**src/rtl/afdc_pkg.sv**
```systemverilog
// Shared types, codes and constants of the audio frame deframer and checker.
`default_nettype none
package afdc_pkg;

    localparam int HDR_BYTES   = 30;
    localparam int HDR_IDX_W   = $clog2(HDR_BYTES);
    localparam int COUNT_W     = 17;
    localparam logic [COUNT_W-1:0] COUNT_MAX = {COUNT_W{1'b1}};

    localparam int CFG_IDX_W   = 3;
    localparam int CFG_DATA_W  = 32;

    localparam int AFDC_QUEUE_DEPTH = 4;
    localparam int AFDC_RES_DEPTH   = 2;

    localparam logic [CFG_IDX_W-1:0] CFG_VERSION  = 3'd0;
    localparam logic [CFG_IDX_W-1:0] CFG_UP_CODE  = 3'd1;
    localparam logic [CFG_IDX_W-1:0] CFG_DN_CODE  = 3'd2;
    localparam logic [CFG_IDX_W-1:0] CFG_UP_SAMP  = 3'd3;
    localparam logic [CFG_IDX_W-1:0] CFG_DN_LOW   = 3'd4;
    localparam logic [CFG_IDX_W-1:0] CFG_DN_HIGH  = 3'd5;
    localparam logic [CFG_IDX_W-1:0] CFG_DISC     = 3'd6;
    localparam logic [CFG_IDX_W-1:0] CFG_MAX_PAY  = 3'd7;

    localparam logic [3:0] ST_OK         = 4'd0;
    localparam logic [3:0] ST_INCOMPLETE = 4'd1;
    localparam logic [3:0] ST_VERSION    = 4'd2;
    localparam logic [3:0] ST_DIRECTION  = 4'd3;
    localparam logic [3:0] ST_MISMATCH   = 4'd4;
    localparam logic [3:0] ST_FLAGS      = 4'd5;
    localparam logic [3:0] ST_EPOCH      = 4'd6;
    localparam logic [3:0] ST_START      = 4'd7;
    localparam logic [3:0] ST_SAMPLES    = 4'd8;
    localparam logic [3:0] ST_PAYLOAD    = 4'd9;

    localparam logic KIND_PAYLOAD = 1'b0;
    localparam logic KIND_VERDICT = 1'b1;

    typedef logic [HDR_BYTES-1:0][7:0] t_hdr;

    typedef struct packed {
        logic [7:0] data_byte;
        logic       end_of_frame;
    } t_in;

    typedef struct packed {
        logic        kind;
        logic [7:0]  payload_byte;
        logic [3:0]  status;
        logic [7:0]  direction;
        logic [15:0] flags;
        logic [31:0] epoch;
        logic [31:0] sequence_number;
        logic [63:0] first_sample;
        logic [31:0] sample_count;
        logic [31:0] generation;
        logic [15:0] payload_length;
        logic        frame_good;
    } t_out;

    typedef struct packed {
        logic               is_payload;
        logic               is_end;
        logic [7:0]         data_byte;
        logic [COUNT_W-1:0] count;
        t_hdr               hdr;
    } t_req;

endpackage
`default_nettype wire

```
**src/rtl/audio_frame_deframer_checker_core.sv**
```systemverilog
// Top level of the audio frame deframer and checker.
//
//  Channel   Handshake             Payload       Notes
//  input     push / full           i_data        one frame byte per request
//  result    empty / pop           o_data        payload byte or frame verdict
//  config    i_cfg_we              i_cfg_idx     i_cfg_wdata, no read-back
//
// One byte is taken every cycle while full is low; each result passes both queues.
// A payload byte that ends a frame yields a payload result and then the frame verdict.
// The request queue between front and back end sets how long a stalled result side
// can be absorbed: full rises when it holds QUEUE_DEPTH requests.
// Synchronous active-low reset empties both queues, clears the byte count and
// restores the register defaults.
`default_nettype none
module audio_frame_deframer_checker_core
    import afdc_pkg::*;
#(
    parameter int QUEUE_DEPTH = AFDC_QUEUE_DEPTH,
    parameter int RES_DEPTH   = AFDC_RES_DEPTH
) (
    input  wire logic                  i_clk,
    input  wire logic                  i_rst_n,
    input  wire logic                  push,
    output logic                       full,
    input  wire t_in                   i_data,
    output logic                       empty,
    input  wire logic                  pop,
    output t_out                       o_data,
    input  wire logic                  i_cfg_we,
    input  wire logic [CFG_IDX_W-1:0]  i_cfg_idx,
    input  wire logic [CFG_DATA_W-1:0] i_cfg_wdata
);
    logic q_wr, q_full, q_rd, q_empty, acc;
    logic res_wr, res_full;
    t_req req_in, req_out;
    t_out res_in;

    assign acc  = push && !q_full;
    assign full = q_full;

    afdc_front u_front (
        .i_clk    (i_clk),
        .i_rst_n  (i_rst_n),
        .i_acc    (acc),
        .i_in     (i_data),
        .o_req_wr (q_wr),
        .o_req    (req_in)
    );

    afdc_queue #(
        .WIDTH ($bits(t_req)),
        .DEPTH (QUEUE_DEPTH)
    ) u_req_q (
        .i_clk   (i_clk),
        .i_rst_n (i_rst_n),
        .i_wr    (q_wr),
        .i_wdata (req_in),
        .o_full  (q_full),
        .i_rd    (q_rd),
        .o_rdata (req_out),
        .o_empty (q_empty)
    );

    afdc_back u_back (
        .i_clk       (i_clk),
        .i_rst_n     (i_rst_n),
        .i_cfg_we    (i_cfg_we),
        .i_cfg_idx   (i_cfg_idx),
        .i_cfg_wdata (i_cfg_wdata),
        .i_q_empty   (q_empty),
        .i_req       (req_out),
        .o_q_rd      (q_rd),
        .i_res_full  (res_full),
        .o_res_wr    (res_wr),
        .o_res       (res_in)
    );

    afdc_queue #(
        .WIDTH ($bits(t_out)),
        .DEPTH (RES_DEPTH)
    ) u_res_q (
        .i_clk   (i_clk),
        .i_rst_n (i_rst_n),
        .i_wr    (res_wr),
        .i_wdata (res_in),
        .o_full  (res_full),
        .i_rd    (pop),
        .o_rdata (o_data),
        .o_empty (empty)
    );

    a_req_rd_valid: assert property (@(posedge i_clk) disable iff (!i_rst_n)
        q_rd |-> !q_empty)
        else $error("request taken from an empty queue");

    a_res_wr_room: assert property (@(posedge i_clk) disable iff (!i_rst_n)
        res_wr |-> !res_full && !q_empty)
        else $error("result written without room or without a request");

    a_good_matches: assert property (@(posedge i_clk) disable iff (!i_rst_n)
        (!empty && o_data.kind == KIND_VERDICT) |->
            (o_data.frame_good == (o_data.status == ST_OK)))
        else $error("verdict good flag disagrees with status");

    a_payload_clean: assert property (@(posedge i_clk) disable iff (!i_rst_n)
        (res_wr && res_in.kind == KIND_PAYLOAD) |=> !empty)
        else $error("payload result lost after write");
endmodule
`default_nettype wire

```
**src/rtl/afdc_queue.sv**
```systemverilog
// Small first-in first-out queue of packed words.
`default_nettype none
module afdc_queue #(
    parameter int WIDTH = 8,
    parameter int DEPTH = 2
) (
    input  wire logic             i_clk,
    input  wire logic             i_rst_n,
    input  wire logic             i_wr,
    input  wire logic [WIDTH-1:0] i_wdata,
    output logic                  o_full,
    input  wire logic             i_rd,
    output logic [WIDTH-1:0]      o_rdata,
    output logic                  o_empty
);
    localparam int PW = $clog2(DEPTH);
    localparam int CW = $clog2(DEPTH + 1);

    logic [WIDTH-1:0] r_mem [DEPTH];
    logic [PW-1:0]    r_wp, n_wp, r_rp, n_rp;
    logic [CW-1:0]    r_cnt, n_cnt;
    logic             wr_ok, rd_ok;

    assign o_full  = (r_cnt == CW'(DEPTH));
    assign o_empty = (r_cnt == '0);
    assign wr_ok   = i_wr && !o_full;
    assign rd_ok   = i_rd && !o_empty;
    assign o_rdata = r_mem[r_rp];

    always_comb begin
        n_wp  = r_wp;
        n_rp  = r_rp;
        n_cnt = r_cnt;
        if (wr_ok) begin
            n_wp = (r_wp == PW'(DEPTH - 1)) ? '0 : r_wp + 1'b1;
        end
        if (rd_ok) begin
            n_rp = (r_rp == PW'(DEPTH - 1)) ? '0 : r_rp + 1'b1;
        end
        case ({wr_ok, rd_ok})
            2'b10:   n_cnt = r_cnt + 1'b1;
            2'b01:   n_cnt = r_cnt - 1'b1;
            default: n_cnt = r_cnt;
        endcase
    end

    always_ff @(posedge i_clk) begin
        if (!i_rst_n) begin
            r_wp  <= '0;
            r_rp  <= '0;
            r_cnt <= '0;
        end else begin
            r_wp  <= n_wp;
            r_rp  <= n_rp;
            r_cnt <= n_cnt;
        end
    end

    always_ff @(posedge i_clk) begin
        if (wr_ok) begin
            r_mem[r_wp] <= i_wdata;
        end
    end
endmodule
`default_nettype wire

```
**src/rtl/afdc_front.sv**
```systemverilog
// Front end: counts frame bytes, stores the header and issues requests to the back end.
`default_nettype none
module afdc_front
    import afdc_pkg::*;
(
    input  wire logic i_clk,
    input  wire logic i_rst_n,
    input  wire logic i_acc,
    input  wire t_in  i_in,
    output logic      o_req_wr,
    output t_req      o_req
);
    logic [COUNT_W-1:0] r_count, n_count, cnt_inc;
    logic [7:0]         r_hdr [HDR_BYTES];
    logic [HDR_IDX_W-1:0] wr_idx;
    logic               in_hdr;
    t_hdr               hdr_next;

    assign in_hdr  = (r_count < COUNT_W'(HDR_BYTES));
    assign wr_idx  = r_count[HDR_IDX_W-1:0];
    assign cnt_inc = (r_count == COUNT_MAX) ? r_count : r_count + 1'b1;

    always_comb begin
        for (int k = 0; k < HDR_BYTES; k++) begin
            hdr_next[k] = (in_hdr && wr_idx == HDR_IDX_W'(k)) ? i_in.data_byte : r_hdr[k];
        end
    end

    always_comb begin
        n_count = r_count;
        if (i_acc) begin
            n_count = i_in.end_of_frame ? '0 : cnt_inc;
        end
    end

    assign o_req_wr         = i_acc && (!in_hdr || i_in.end_of_frame);
    assign o_req.is_payload = !in_hdr;
    assign o_req.is_end     = i_in.end_of_frame;
    assign o_req.data_byte  = i_in.data_byte;
    assign o_req.count      = cnt_inc;
    assign o_req.hdr        = hdr_next;

    always_ff @(posedge i_clk) begin
        if (!i_rst_n) begin
            r_count <= '0;
        end else begin
            r_count <= n_count;
        end
    end

    always_ff @(posedge i_clk) begin
        if (i_acc && in_hdr) begin
            r_hdr[wr_idx] <= i_in.data_byte;
        end
    end
endmodule
`default_nettype wire

```
**src/rtl/afdc_back.sv**
```systemverilog
// Back end: holds the configuration, forms payload results and frame verdicts.
`default_nettype none
module afdc_back
    import afdc_pkg::*;
(
    input  wire logic                  i_clk,
    input  wire logic                  i_rst_n,
    input  wire logic                  i_cfg_we,
    input  wire logic [CFG_IDX_W-1:0]  i_cfg_idx,
    input  wire logic [CFG_DATA_W-1:0] i_cfg_wdata,
    input  wire logic                  i_q_empty,
    input  wire t_req                  i_req,
    output logic                       o_q_rd,
    input  wire logic                  i_res_full,
    output logic                       o_res_wr,
    output t_out                       o_res
);
    logic [7:0]  r_version, r_up_code, r_dn_code;
    logic [31:0] r_up_samp, r_dn_low, r_dn_high;
    logic [15:0] r_disc, r_max_pay;
    logic        r_phase, n_phase;

    logic        split, emit_pay;
    logic [7:0]  ver, dir;
    logic [15:0] flg, plen;
    logic [31:0] ep, seq, fs, gen;
    logic [63:0] ss;
    logic [64:0] ss_sum;
    logic        up, down, incomplete;
    logic [3:0]  st;
    t_out        verdict, pay;

    assign split    = i_req.is_payload && i_req.is_end && !r_phase;
    assign emit_pay = i_req.is_payload && !r_phase;
    assign o_res_wr = !i_q_empty && !i_res_full;
    assign o_q_rd   = o_res_wr && !split;

    always_comb begin
        n_phase = r_phase;
        if (o_res_wr) begin
            n_phase = split;
        end
    end

    assign ver    = i_req.hdr[0];
    assign dir    = i_req.hdr[1];
    assign flg    = {i_req.hdr[2], i_req.hdr[3]};
    assign ep     = {i_req.hdr[4], i_req.hdr[5], i_req.hdr[6], i_req.hdr[7]};
    assign seq    = {i_req.hdr[8], i_req.hdr[9], i_req.hdr[10], i_req.hdr[11]};
    assign ss     = {i_req.hdr[12], i_req.hdr[13], i_req.hdr[14], i_req.hdr[15],
                     i_req.hdr[16], i_req.hdr[17], i_req.hdr[18], i_req.hdr[19]};
    assign fs     = {i_req.hdr[20], i_req.hdr[21], i_req.hdr[22], i_req.hdr[23]};
    assign gen    = {i_req.hdr[24], i_req.hdr[25], i_req.hdr[26], i_req.hdr[27]};
    assign plen   = {i_req.hdr[28], i_req.hdr[29]};
    assign ss_sum = {1'b0, ss} + {33'd0, fs};
    assign up     = (dir == r_up_code);
    assign down   = !up && (dir == r_dn_code);
    assign incomplete = (i_req.count < COUNT_W'(HDR_BYTES));

    always_comb begin
        if (incomplete) begin
            st = ST_INCOMPLETE;
        end else if (ver != r_version) begin
            st = ST_VERSION;
        end else if (!up && !down) begin
            st = ST_DIRECTION;
        end else if ({1'b0, plen} != i_req.count - COUNT_W'(HDR_BYTES)) begin
            st = ST_MISMATCH;
        end else if (up ? (flg != '0) : ((flg & ~r_disc) != '0)) begin
            st = ST_FLAGS;
        end else if (ep == '0) begin
            st = ST_EPOCH;
        end else if (ss_sum[64]) begin
            st = ST_START;
        end else if (up ? (fs != r_up_samp) : (fs != r_dn_low && fs != r_dn_high)) begin
            st = ST_SAMPLES;
        end else if (plen == '0 || plen > r_max_pay || (up && gen != '0)) begin
            st = ST_PAYLOAD;
        end else begin
            st = ST_OK;
        end
    end

    always_comb begin
        verdict                 = '0;
        verdict.kind            = KIND_VERDICT;
        verdict.status          = st;
        verdict.frame_good      = (st == ST_OK);
        if (!incomplete) begin
            verdict.direction       = dir;
            verdict.flags           = flg;
            verdict.epoch           = ep;
            verdict.sequence_number = seq;
            verdict.first_sample    = ss;
            verdict.sample_count    = fs;
            verdict.generation      = gen;
            verdict.payload_length  = plen;
        end
        pay              = '0;
        pay.kind         = KIND_PAYLOAD;
        pay.payload_byte = i_req.data_byte;
    end

    assign o_res = emit_pay ? pay : verdict;

    always_ff @(posedge i_clk) begin
        if (!i_rst_n) begin
            r_phase   <= 1'b0;
            r_version <= 8'd1;
            r_up_code <= 8'd1;
            r_dn_code <= 8'd2;
            r_up_samp <= 32'd320;
            r_dn_low  <= 32'd320;
            r_dn_high <= 32'd480;
            r_disc    <= 16'd1;
            r_max_pay <= 16'd1024;
        end else begin
            r_phase <= n_phase;
            if (i_cfg_we) begin
                case (i_cfg_idx)
                    CFG_VERSION: r_version <= i_cfg_wdata[7:0];
                    CFG_UP_CODE: r_up_code <= i_cfg_wdata[7:0];
                    CFG_DN_CODE: r_dn_code <= i_cfg_wdata[7:0];
                    CFG_UP_SAMP: r_up_samp <= i_cfg_wdata;
                    CFG_DN_LOW:  r_dn_low  <= i_cfg_wdata;
                    CFG_DN_HIGH: r_dn_high <= i_cfg_wdata;
                    CFG_DISC:    r_disc    <= i_cfg_wdata[15:0];
                    CFG_MAX_PAY: r_max_pay <= i_cfg_wdata[15:0];
                    default:     r_max_pay <= r_max_pay;
                endcase
            end
        end
    end
endmodule
`default_nettype wire

```
**config.mk**
```make
export PLATFORM = sky130hd
export DESIGN_NAME = audio_frame_deframer_checker_core
export DESIGN_NICKNAME = d
export VERILOG_FILES = /design/src/rtl/afdc_pkg.sv /design/src/rtl/audio_frame_deframer_checker_core.sv /design/src/rtl/afdc_queue.sv /design/src/rtl/afdc_front.sv /design/src/rtl/afdc_back.sv
export SDC_FILE = /design/constraint.sdc
export NUM_CORES = 2
export LEC_CHECK = 0
export BUFFER_PORTS_ARGS = -buffer_cell sky130_fd_sc_hd__buf_2
export CORE_UTILIZATION = 55
export CTS_CLUSTER_DIAMETER = 60
export CTS_CLUSTER_SIZE = 25
export DETAILED_ROUTE_END_ITERATION = 16
export HOLD_SLACK_MARGIN = 0.1
export PLACE_DENSITY = 0.72
export SYNTH_ARGS = -nofsm -noshare
export SYNTH_HDL_FRONTEND = slang
export SYNTH_HIERARCHICAL = 1
export SYNTH_SLANG_ARGS = --single-unit
```
**constraint.sdc**
```tcl
create_clock -name i_clk -period 22.2 [get_ports i_clk]
set_clock_uncertainty 0.2 [all_clocks]
set_input_delay 0 -clock i_clk [delete_from_list [all_inputs] [get_ports i_clk]]
set_output_delay 0 -clock i_clk [all_outputs]
set_load 0.02 [all_outputs]
```
==> results.json <==
{
  "yosysWarnings": 6,
  "hp-class": "in2reg",
  "die_area_mm2": 0.148,
  "muxShareOfSynthArea_pct": 14.9,
  "synthXorXnorAreaFrac_pct": 1.69,
  "power.switching_w": 0.00242,
  "crit_chain": "buf_12 -> mux4_1 -> ha_1 -> a31oi_1 -> nand4_1 -> or3_4 -> buf_4 -> buf_4 -> and3_1",
  "worst_setup_path_end_kind": "flop",
  "synth-seq-cells": 1984,
  "cts_buffer_depth": 3,
  "clkPwrFrac_pct": 29.7,
  "area_delta_synth_final_pct": 10.8,
  "wl_per_cell_um": 27.4,
  "start_util_pct": 55.7,
  "worst-endpoint-arrival_ns": 6.13,
  "grt_max_degree": 123,
  "cts_buffers": 132,
  "rr_worst_depth": 9,
  "dp_hpwl_um": 111000,
  "vias_per_cell": 6.16,
  "worst-slew-pin-transition_ns": 1.34,
  "synth_top_family_by_area": "multiplexers",
  "vdd_drop_max_mv": 0.0802,
  "ant_nets": 0,
  "netlist_area_mm2": 0.0804,
  "die_x_um": 384,
  "grt_pass1_wl_um": 272000,
  "io_buffers": 296,
  "rsz0062_at_grt": "no",
  "worst_path_max_delay_cell": "mux4_1",
  "synthSimpleGateAreaFrac_pct": 6.44,
  "status": "complete, no violations",
  "fmax_mhz": 173,
  "num_rows": 139,
  "htree_levels": 4,
  "intPower_w": 0.00625,
  "grt_util_all_layers_pct": 25.1,
  "required_ns": 22.53,
  "grt_pass1_vias": 41500,
  "routed_wl_um": 187000,
  "cts_tree": "built",
  "hp-start": "i_data[5]",
  "synthArstFlopShare_pct": 0,
  "clkLatencyLatePin_ns": 0.79,
  "start_kind": "flop",
  "setup_viol": 0,
  "ctsRootBufferMaster": "clkbuf_16",
  "dieHeight_um": 384,
  "vias": 42000,
  "totalPowerFinal_w": 0.00867,
  "holdWs_ns": 0.155,
  "drtPass1Iterations": 7,
  "cts.sink_count": 1984,
  "crit_type": "reg2reg",
  "r2r_end": "u_res_q/r_mem[0][79]$_DFFE_PP_",
  "antenna_found_initial": 13,
  "clk_pin_slew_worst_paths_ns": 0.09,
  "fin_crit_sh_pct": 26.1,
  "grt_overflow": 0,
  "synth_cells": 4482,
  "report.final.slew_viol_count": 0,
  "slowest_delay_ns": 0.79,
  "fin_tns_setup_ns": 0,
  "synth-edff-count": 1800,
  "yosysSeqAreaShare_pct": 71.8,
  "synth_compound_area_share_pct": 2.45,
  "dominantRegCellSynth": "edfxtp_1",
  "nets": 4924,
  "syn-num-nets": 4592,
  "hold_violations": 0,
  "drt_iter0_markers": 4038,
  "gp_congestion": 0.858,
  "path_max_fanout": 105,
  "synth.distinct_cells": 81,
  "switching_share_pct": 27.9,
  "coreArea_mm2": 0.144,
  "holdPathStages": 2,
  "ios": 297,
  "avgSynthCellArea_um2": 17.9,
  "final_layout_size_suffix_gt1_share_pct": 26.1,
  "period_needed_ns": 5.79,
  "slew_headroom_pct": 9.84,
  "power.share.combinational_pct": 18.6,
  "min_to": "u_req_q/r_mem[2][261]$_DFFE_PP_",
  "power_density_mw_per_mm2": 97.3,
  "synthAdderAreaFrac_pct": 0.958,
  "route.detailed.drc": 0,
  "crit_top_cell": "buf_4",
  "seqPwrFrac_pct": 51.6,
  "drv_cap": 0,
  "cellLeakagePower_nw": 29.2,
  "reg2reg_slack_ns": 16.41
}
worst max path at each step:
stage                                        startpoint                              end  slack, ns
after CTS                                          flop  u_res_q/r_mem[0][128]$_DFFE_PP_      16.36
after floorplan           u_res_q/r_cnt[0]$_SDFFE_PN0P_    u_res_q/r_mem[1][0]$_DFFE_PP_      14.90
after global placement                             flop   u_res_q/r_mem[0][77]$_DFFE_PP_      16.44
final                                              flop   u_res_q/r_mem[0][79]$_DFFE_PP_      16.41
after global routing                               flop   u_res_q/r_mem[1][51]$_DFFE_PP_      16.05
after detailed placement                           flop  u_res_q/r_mem[0][112]$_DFFE_PP_      16.31
Yosys cell counts (all sizes together) (8+ instances only):
cell type / count / area, um^2
edfxtp: 1800 / 54100
mux2: 487 / 5520
nand2: 366 / 1370
mux4: 267 / 6380
and3: 245 / 1530
dfxtp: 184 / 3680
clkbuf: 151 / 577
a21boi: 147 / 1100
xnor2: 120 / 1050
buf: 103 / 721
nand4: 62 / 388
nor4: 62 / 634
ha: 60 / 751
nor2: 54 / 203
inv: 44 / 165
nand3: 38 / 215
xor2: 35 / 307
a21oi: 31 / 163
nor3: 31 / 170
and2: 26 / 168
o21ai: 24 / 124
nor2b: 22 / 145
or4: 12 / 90.1
and4: 9 / 78.8
a31oi: 8 / 50.1
power by group through the flow:
stage	logic (W)	clock network [W]	registers, W
after global routing	0.00171	0.00275	0.00450
after global placement	0.00160	0	0.00455
after CTS	0.00164	0.00263	0.00448
after detailed placement	0.00161	0	0.00457
after floorplan	0.00107	0	0.00459
final	0.00162	0.00258	0.00448
layout by cell type, fill, tap and decap left out, types with 22 or more instances in the layout:
cell type         n
o21ai_0          23
a21boi_0        144
ha_1             60
buf_4            50
clkbuf_16       137
inv_6            27
buf_2           295
nor3_1           27
mux2_2          478
xor2_1           35
nand4_1          62
dfxtp_1         180
mux4_1           97
nor4_1           44
nor2_1           52
nand3_1          33
and3_1          244
and2_1           22
inv_1            42
a21oi_1          29
nand2_1         366
edfxtp_1       1800
xnor2_1         120
dlygate4sd3_1   100
mux4_2          170
worst max-delay path: cells and delay by family (launching register included):
kind | cells | cell delay [ns]
multiplexers | 1 | 0.79
adder cells (fa/ha/maj) | 1 | 0.33
buffers and inverters | 3 | 1.54
flip-flops | 1 | 0.70
AO/OA/AOI/OAI | 1 | 0.39
AND/OR/NAND/NOR | 3 | 1.15
registers in the layout, summed over array words and instances (netlist names), 17 cells and up, named ones only:
register / flops
u_back/r_dn_high: 32
u_back/r_dn_low: 32
u_req_q/r_mem: 1068
u_front/r_hdr: 240
u_res_q/r_mem: 492
u_back/r_up_samp: 32
u_front/r_count: 17
kinds of logic (layout without fill, tap and decap cells):
logic type	Yosys count	count (layout)
AND/OR/NAND/NOR	952	952
multiplexers	760	760
adder cells (fa/ha/maj)	61	61
XOR/XNOR	155	155
buffers and inverters	299	732
other	0	4
flip-flops	1984	1984
AO/OA/AOI/OAI	271	271
area by class of cell:
cell class              instances  area [um^2]
flip-flops and latches       1984        57700
fillers                     10300        55300
multi-input cells            2199        21300
clock buffers                 144         3450
repair buffers                452         2990
well taps                    1903         2380
clock inverters                91         1040
inverters                      45          181
diodes                          4         10.0
per-stage QoR:
stage / instances / setup WS [ns] / area (um^2) / utilization [%]
floorplan: 4482 / 14.90 / 80400 / -
global placement: 6481 / 16.44 / 83500 / 57.9
finish: 6822 / 16.41 / 89100 / 61.7
CTS: 6818 / 16.36 / 89100 / 61.7
detailed placement: 6481 / 16.31 / 83500 / 57.9
global route: 6818 / 16.05 / 89100 / 61.7
what timing repair did:
item                                    4_1_cts  5_1_grt
resized for setup                             0        0
endpoints found under the setup margin        0        0
hold buffers                                102        0
hold endpoints to repair                    679        0
buffers inserted                              0        0
routing by layer:
layer	vias to the layer above	part of all wire (%)	GRT usage (%)
li1	18400	-	-
met1	21700	41	35.5
met2	1684	49	41.1
met3	262	6.9	3.33
met4	8	2.5	7.22
met5	-	0.027	0
Power figures use the tool's default switching activity.
